File: config.mk
export PLATFORM = sky130hd
export DESIGN_NAME = load_governor_integrator
export DESIGN_NICKNAME = d
export VERILOG_FILES = /design/src/rtl/core/lgi_pkg.sv /design/src/rtl/core/lgi_window.sv /design/src/rtl/core/lgi_decim.sv /design/src/rtl/core/load_governor_integrator.sv
export SDC_FILE = /design/constraint.sdc
export NUM_CORES = 1
export LEC_CHECK = 0
export BUFFER_PORTS_ARGS = -buffer_cell sky130_fd_sc_hd__buf_2
export CAP_MARGIN = 10
export CORE_MARGIN = 10
export CORE_UTILIZATION = 53
export DETAILED_ROUTE_END_ITERATION = 8
export GPL_TIMING_DRIVEN = 0
export PLACE_DENSITY = 0.79
export SKIP_CTS_REPAIR_TIMING = 1
export SLEW_MARGIN = 5
export SYNTH_ARGS = -nofsm -noshare
export SYNTH_HDL_FRONTEND = slang
export SYNTH_SLANG_ARGS = --single-unit
File: constraint.sdc
create_clock -name clk_i -period 9.8 [get_ports clk_i]
set_clock_uncertainty 0.05 [all_clocks]
set_input_delay 1.47 -clock clk_i [delete_from_list [all_inputs] [get_ports clk_i]]
set_output_delay 1.47 -clock clk_i [all_outputs]
set_load 0.005 [all_outputs]
File: src/rtl/core/lgi_pkg.sv
// ----------------------------------------------------------------------------
// lgi_pkg
// Shared types and constants of the load governor integrator.
// ----------------------------------------------------------------------------
package lgi_pkg;

  localparam int unsigned CostW   = 12;
  localparam int unsigned CountW  = 12;
  localparam int unsigned RungW   = 2;
  localparam int unsigned WinW    = 5;
  localparam int unsigned DebtW   = 14;
  localparam int unsigned CfgIdxW = 3;
  localparam int unsigned CfgW    = 14;

  // register indexes
  localparam logic [CfgIdxW-1:0] CFG_DECIM_AUTO = 3'd0;
  localparam logic [CfgIdxW-1:0] CFG_WIN_AUTO   = 3'd1;
  localparam logic [CfgIdxW-1:0] CFG_TARGET     = 3'd2;
  localparam logic [CfgIdxW-1:0] CFG_BAND       = 3'd3;
  localparam logic [CfgIdxW-1:0] CFG_FIRE       = 3'd4;
  localparam logic [CfgIdxW-1:0] CFG_RELEASE    = 3'd5;

  // reset values
  localparam logic [CostW-1:0]        TARGET_RST  = 12'd120;
  localparam logic [9:0]              BAND_RST    = 10'd30;
  localparam logic [12:0]             FIRE_RST    = 13'd1200;
  localparam logic signed [DebtW-1:0] RELEASE_RST = -14'sd2400;

  // window ladder
  localparam logic [WinW-1:0]   WIN_4     = 5'd4;
  localparam logic [WinW-1:0]   WIN_8     = 5'd8;
  localparam logic [WinW-1:0]   WIN_16    = 5'd16;
  localparam logic [CountW-1:0] UP_4_TO_8 = 12'd120;
  localparam logic [CountW-1:0] UP_8_TO16 = 12'd300;
  localparam logic [CountW-1:0] DN_8_TO_4 = 12'd100;
  localparam logic [CountW-1:0] DN_16TO_8 = 12'd260;

  localparam logic [RungW-1:0] RUNG_MAX = 2'd2;

  // debt math is done 16 bits wide, then clamped to 14
  localparam logic signed [15:0] DEBT_MAX = 16'sd8191;
  localparam logic signed [15:0] DEBT_MIN = -16'sd8192;

  typedef struct packed {
    logic               decim_auto;
    logic               win_auto;
    logic [CostW-1:0]   target;
    logic [9:0]         band;
    logic [12:0]        fire;
    logic signed [DebtW-1:0] release_lvl;
  } cfg_t;

  typedef struct packed {
    logic [CostW-1:0]  cost_tenths;
    logic [CountW-1:0] live_count;
    logic              demo_playback;
  } in_word_t;

  typedef struct packed {
    logic [RungW-1:0]        rung;
    logic [WinW-1:0]         window_tics;
    logic signed [DebtW-1:0] debt_value;
  } out_word_t;

endpackage

File: src/rtl/core/lgi_window.sv
// ----------------------------------------------------------------------------
// lgi_window
// Window hysteresis ladder 4/8/16 driven by the live object count.
// ----------------------------------------------------------------------------
module lgi_window (
  input  logic                        clk_i,
  input  logic                        rst_ni,
  input  logic                        step_i,
  input  logic                        auto_i,
  input  logic [lgi_pkg::CountW-1:0]  count_i,
  output logic [lgi_pkg::WinW-1:0]    win_o
);

  logic [lgi_pkg::WinW-1:0] win_q, win_d;

  always_comb begin
    win_d = win_q;
    if (auto_i) begin
      unique case (win_q)
        lgi_pkg::WIN_4: begin
          if (count_i >= lgi_pkg::UP_4_TO_8) win_d = lgi_pkg::WIN_8;
        end
        lgi_pkg::WIN_8: begin
          if (count_i >= lgi_pkg::UP_8_TO16) win_d = lgi_pkg::WIN_16;
          else if (count_i <= lgi_pkg::DN_8_TO_4) win_d = lgi_pkg::WIN_4;
        end
        default: begin
          if (count_i <= lgi_pkg::DN_16TO_8) win_d = lgi_pkg::WIN_8;
        end
      endcase
    end
  end

  always_ff @(posedge clk_i or negedge rst_ni) begin
    if (!rst_ni) begin
      win_q <= lgi_pkg::WIN_4;
    end else if (step_i) begin
      win_q <= win_d;
    end
  end

  assign win_o = win_d;

endmodule

File: src/rtl/core/lgi_decim.sv
// ----------------------------------------------------------------------------
// lgi_decim
// Cost debt integrator and decimation rung law.
// ----------------------------------------------------------------------------
module lgi_decim (
  input  logic                              clk_i,
  input  logic                              rst_ni,
  input  logic                              step_i,
  input  lgi_pkg::cfg_t                     cfg_i,
  input  logic [lgi_pkg::CostW-1:0]         cost_i,
  input  logic                              playback_i,
  output logic [lgi_pkg::RungW-1:0]         rung_o,
  output logic signed [lgi_pkg::DebtW-1:0]  debt_o
);

  logic [lgi_pkg::RungW-1:0]        rung_q, rung_d;
  logic signed [lgi_pkg::DebtW-1:0] debt_q, debt_d;

  logic signed [15:0] err, band, over, under, debt_w, sum, sat, fire, rel;

  always_comb begin
    err    = $signed({4'b0, cost_i}) - $signed({4'b0, cfg_i.target});
    band   = $signed({6'b0, cfg_i.band});
    over   = err - band;
    under  = -(err + band);
    debt_w = {{2{debt_q[lgi_pkg::DebtW-1]}}, debt_q};
    fire   = $signed({3'b0, cfg_i.fire});
    rel    = {{2{cfg_i.release_lvl[lgi_pkg::DebtW-1]}}, cfg_i.release_lvl};

    priority if (err > band) begin
      sum = debt_w + over;
    end else if (err < -band) begin
      // under is positive here, halving truncates toward zero
      sum = debt_w - (under >>> 1);
    end else begin
      sum = debt_w;
    end

    priority if (sum > lgi_pkg::DEBT_MAX) begin
      sat = lgi_pkg::DEBT_MAX;
    end else if (sum < lgi_pkg::DEBT_MIN) begin
      sat = lgi_pkg::DEBT_MIN;
    end else begin
      sat = sum;
    end

    rung_d = rung_q;
    debt_d = debt_q;
    if (playback_i) begin
      rung_d = '0;
    end else if (cfg_i.decim_auto) begin
      debt_d = sat[lgi_pkg::DebtW-1:0];
      priority if (sat >= fire) begin
        if (rung_q < lgi_pkg::RUNG_MAX) rung_d = rung_q + 2'd1;
        debt_d = '0;
      end else if (sat <= rel) begin
        if (rung_q != '0) rung_d = rung_q - 2'd1;
        debt_d = '0;
      end else begin
        debt_d = sat[lgi_pkg::DebtW-1:0];
      end
    end
  end

  always_ff @(posedge clk_i or negedge rst_ni) begin
    if (!rst_ni) begin
      rung_q <= '0;
      debt_q <= '0;
    end else if (step_i) begin
      rung_q <= rung_d;
      debt_q <= debt_d;
    end
  end

  assign rung_o = rung_d;
  assign debt_o = debt_d;

endmodule

File: src/rtl/core/load_governor_integrator.sv
// ----------------------------------------------------------------------------
// load_governor_integrator
// Per-tick load governor: window ladder plus cost debt decimation law.
// ----------------------------------------------------------------------------
// Usage:
//   in channel  : one word per tick (cost, live count, playback flag).
//   out channel : one word per input word (rung, window, debt after the step).
//   cfg channel : register index and data, always ready; write only while
//                 the block is idle.
// Path: an accepted word goes to the input register, its result to the
//   result register, which drives out_word_o.
// Throughput: one word per cycle while out_ready_i is high; the state
//   update is a single pass of adds and compares, input to result register.
// Reset: config registers return to defaults, debt and rung clear,
//   window returns to 4, both valid flags drop.
// Stall: while out_ready_i is low the result holds; one more word waits in
//   the input register, after which in_ready_o drops.
// ----------------------------------------------------------------------------
module load_governor_integrator (
  input  logic                          clk_i,
  input  logic                          rst_ni,
  input  logic                          in_valid_i,
  output logic                          in_ready_o,
  input  lgi_pkg::in_word_t             in_word_i,
  output logic                          out_valid_o,
  input  logic                          out_ready_i,
  output lgi_pkg::out_word_t            out_word_o,
  input  logic                          cfg_valid_i,
  output logic                          cfg_ready_o,
  input  logic [lgi_pkg::CfgIdxW-1:0]   cfg_index_i,
  input  logic [lgi_pkg::CfgW-1:0]      cfg_data_i
);

  lgi_pkg::cfg_t      cfg_q;
  lgi_pkg::in_word_t  in_q;
  lgi_pkg::out_word_t out_q, out_d;
  logic               in_v_q, out_v_q;
  logic               out_load, step;

  assign out_load    = !out_v_q || out_ready_i;
  assign step        = in_v_q && out_load;
  assign in_ready_o  = !in_v_q || out_load;
  assign cfg_ready_o = 1'b1;

  always_ff @(posedge clk_i or negedge rst_ni) begin
    if (!rst_ni) begin
      cfg_q.decim_auto  <= 1'b1;
      cfg_q.win_auto    <= 1'b1;
      cfg_q.target      <= lgi_pkg::TARGET_RST;
      cfg_q.band        <= lgi_pkg::BAND_RST;
      cfg_q.fire        <= lgi_pkg::FIRE_RST;
      cfg_q.release_lvl <= lgi_pkg::RELEASE_RST;
    end else if (cfg_valid_i) begin
      unique case (cfg_index_i)
        lgi_pkg::CFG_DECIM_AUTO: cfg_q.decim_auto  <= cfg_data_i[0];
        lgi_pkg::CFG_WIN_AUTO:   cfg_q.win_auto    <= cfg_data_i[0];
        lgi_pkg::CFG_TARGET:     cfg_q.target      <= cfg_data_i[11:0];
        lgi_pkg::CFG_BAND:       cfg_q.band        <= cfg_data_i[9:0];
        lgi_pkg::CFG_FIRE:       cfg_q.fire        <= cfg_data_i[12:0];
        lgi_pkg::CFG_RELEASE:    cfg_q.release_lvl <= $signed(cfg_data_i);
        default: ;
      endcase
    end
  end

  always_ff @(posedge clk_i or negedge rst_ni) begin
    if (!rst_ni) begin
      in_v_q  <= 1'b0;
      out_v_q <= 1'b0;
    end else begin
      if (in_ready_o) in_v_q <= in_valid_i;
      if (out_load)   out_v_q <= in_v_q;
    end
  end

  always_ff @(posedge clk_i) begin
    if (in_valid_i && in_ready_o) in_q <= in_word_i;
    if (step)                     out_q <= out_d;
  end

  lgi_window u_window (
    .clk_i   (clk_i),
    .rst_ni  (rst_ni),
    .step_i  (step),
    .auto_i  (cfg_q.win_auto),
    .count_i (in_q.live_count),
    .win_o   (out_d.window_tics)
  );

  lgi_decim u_decim (
    .clk_i      (clk_i),
    .rst_ni     (rst_ni),
    .step_i     (step),
    .cfg_i      (cfg_q),
    .cost_i     (in_q.cost_tenths),
    .playback_i (in_q.demo_playback),
    .rung_o     (out_d.rung),
    .debt_o     (out_d.debt_value)
  );

  assign out_valid_o = out_v_q;
  assign out_word_o  = out_q;

endmodule

==> qor.txt <==
Final core occ - 62.0%
Gr ovfl total - 0
Post-synthesis sequential area ratio - 33.3%
Via count - 8,228
Crit path buf inv count - 5
Die X-Extent - 156 µm
Syn. warnings - 0
Max Buffers Root-to-Sink - 2
Top FF cell, synth - dfrtp_1
Worst setup margin - 466 ps
CP Class - reg2reg
Synth Instances - 1,042
Placed instance count - 1,341
FILL cells - 1,426
Slew HR - 33.8%
I/O pin cnt - 71
Hold slack - 454 ps
Mapped Nets - 1,230
Clock tree sinks - 120
Most frequent cells in the layout - ha_1 (127), inv_1 (124), nand2_1 (95)
Crit-path slowest cell - fa_1
Fin crit period - 9330 ps
Average vias per placed instance - 5.96
Worst Path Required - 9900 ps
CTS Root Cell - clkbuf_16
Final antenna diode count - 0
Synthesized area - 0.00978 mm²
Detailed placer's ending HPWL - 19,100 µm
Die Span Y - 156 µm
Global-route wire length before repair - 40,600 µm
GRT Overall Usage - 20.5%
Worst path most repeated cell - ha_1
Setup violations, final - 0
Avg Cell Area, Syn - 9.39 µm²
Largest fanout on the critical path - 10
Pre-CTS WS - -439 ps
Worst r2r path cells - 42
Worst path max stage delay - 500 ps
DRT Pass-1 Iters - 5
WP depth - 42
CP Data Arrival Time - 9440 ps
Hold Crit Depth - 1
CORE AREA - 0.0181 mm²
Largest net degree at the start of global routing - 68
Routed WL - 25,000 µm
Vias in the first global route - 8,203
Wire per inst - 18.1 µm
# rows - 49
Initial Util - 54.1%
CTS Buf Count - 17
Crit share post-route - 95.2%
Crit-path leading delay family - compound AO/OA/AOI/OAI gates
Max Clock Freq - 0.107 GHz
Drc violations - 0
Worst-Margin Slew - 991 ps
Worst Setup Start Kind - register
Pins Over Slew Limit - 0
Hold Crit Class - reg2reg
1st-iter DRT viols - 535
CTS tree - done
Fraction of layout cells with a size suffix above 1 - 18.2%
Post-synth EDFFs - 46
FF+latch count, synth - 120
H-tree lvl count - 4
P&R area growth vs syn - 14.5%
Post-DRT Antenna Nets - 0
Post-Layout Cell Count - 1,381
GPL Wtd Cong - 0.915
Distinct cell type count after synthesis - 78
Final layout net count - 1,327
Maxcap violations - 0
CP Capture Type - register
Commonest non-fill, non-tap cell in the layout - ha_1
Clock transition at path regs - 60 ps
Clk_lat worst skew - 430 ps
DIE AREA - 0.0243 mm²
Ys async rst share - 61.7%
Status - finished, final reports clean
Initial antenna violation count - 0
# port buffers - 69
Final Hold Vio Count - 0
R2r setup slk - 470 ps
cell usage after synthesis (9+ instances only):
cell	number	share of area, %
ha_1	128	16
inv_1	124	4.8
nand2_1	95	3.6
a21oi_1	61	3.1
nor2_1	58	2.2
o21ai_0	54	2.8
dfrtp_1	53	14
edfxtp_1	46	14
mux2_2	31	3.6
xnor2_1	26	2.3
nor2b_1	24	1.5
o21a_1	24	1.8
a21o_1	21	1.6
dfstp_2	21	5.6
nand2b_1	18	1.2
clkbuf_1	17	0.65
o21ai_1	16	0.82
nand3_1	15	0.77
xor2_1	15	1.3
nor3_1	14	0.72
fa_1	13	2.7
a211oi_1	12	0.92
o31ai_2	11	1.4
o22ai_1	9	0.58
o31a_1	9	0.81
or3_1	9	0.58
layout make-up:
cell class | instances | area [µm²] | share of cell area, %
Clock inverter | 14 | 164 | 1.46
Clock buffer | 18 | 429 | 3.83
Buffer | 27 | 144 | 1.28
Inverter | 124 | 465 | 4.15
Multi-Input combinational cell | 771 | 6000 | 53.5
Tap cell | 229 | 287 | 2.56
Timing Repair Buffer | 78 | 459 | 4.10
Sequential cell | 120 | 3260 | 29.1
flip-flops by register name (all words and copies together), names as in the netlist:
signal	count
out_word_o	21
in_v_q	1
u_decim.debt_q	14
u_decim.rung_q	2
in_q	25
u_window.win_q	5
cfg_q	51
out_valid_o	1
per-layer routing:
metal  global-route usage, %  part of all wire [%]
met2                    32.8                    47
met3                    4.27                   5.8
met5                       0                     0
met1                    26.3                    43
met4                    9.13                   3.6
worst paths after layout:
check	startpoint	end
max in group asynchronous	rst_ni	cfg_q[28]
worst max register to register	cfg_q[37]	out_word_o[6]
min in group asynchronous	rst_ni	u_decim.debt_q[8]
worst min register to register	cfg_q[3]	cfg_q[3]
worst max-delay path	cfg_q[37]	out_word_o[6]
worst min-delay path	cfg_q[3]	cfg_q[3]
per-stage QoR:
stage               cell area (µm²)  setup TNS (ps)
CTS                           11000          -11930
global route                  11200          -0.104
detailed placement            10500           -9890
floorplan                      9780               0
global placement              10400          -18460
finish                        11200               0
cells by family after synthesis:
group | after synthesis | synth area share, %
fa+ha+maj | 141 | 19.0
flops | 120 | 33.3
buf+inv | 151 | 6.19
other cells | 1 | 0.0383
mux | 38 | 4.32
xor+xnor | 41 | 3.67
simple gates | 270 | 13.7
compound gates | 280 | 19.8
worst register-to-register path, delay by kind of cell, from the launching register on:
| kind | cells | cell delay, ps |
|---|---|---|
| buffers and inverters | 5 | 740 |
| adder cells (fa/ha/maj) | 8 | 2650 |
| multiplexers | 1 | 310 |
| AO/OA/AOI/OAI | 20 | 3890 |
| AND/OR/NAND/NOR | 8 | 1040 |
| flip-flops | 1 | 390 |
Power is not shown: default switching activity piles up to over one toggle a cycle in this logic, so the estimate is an artifact.
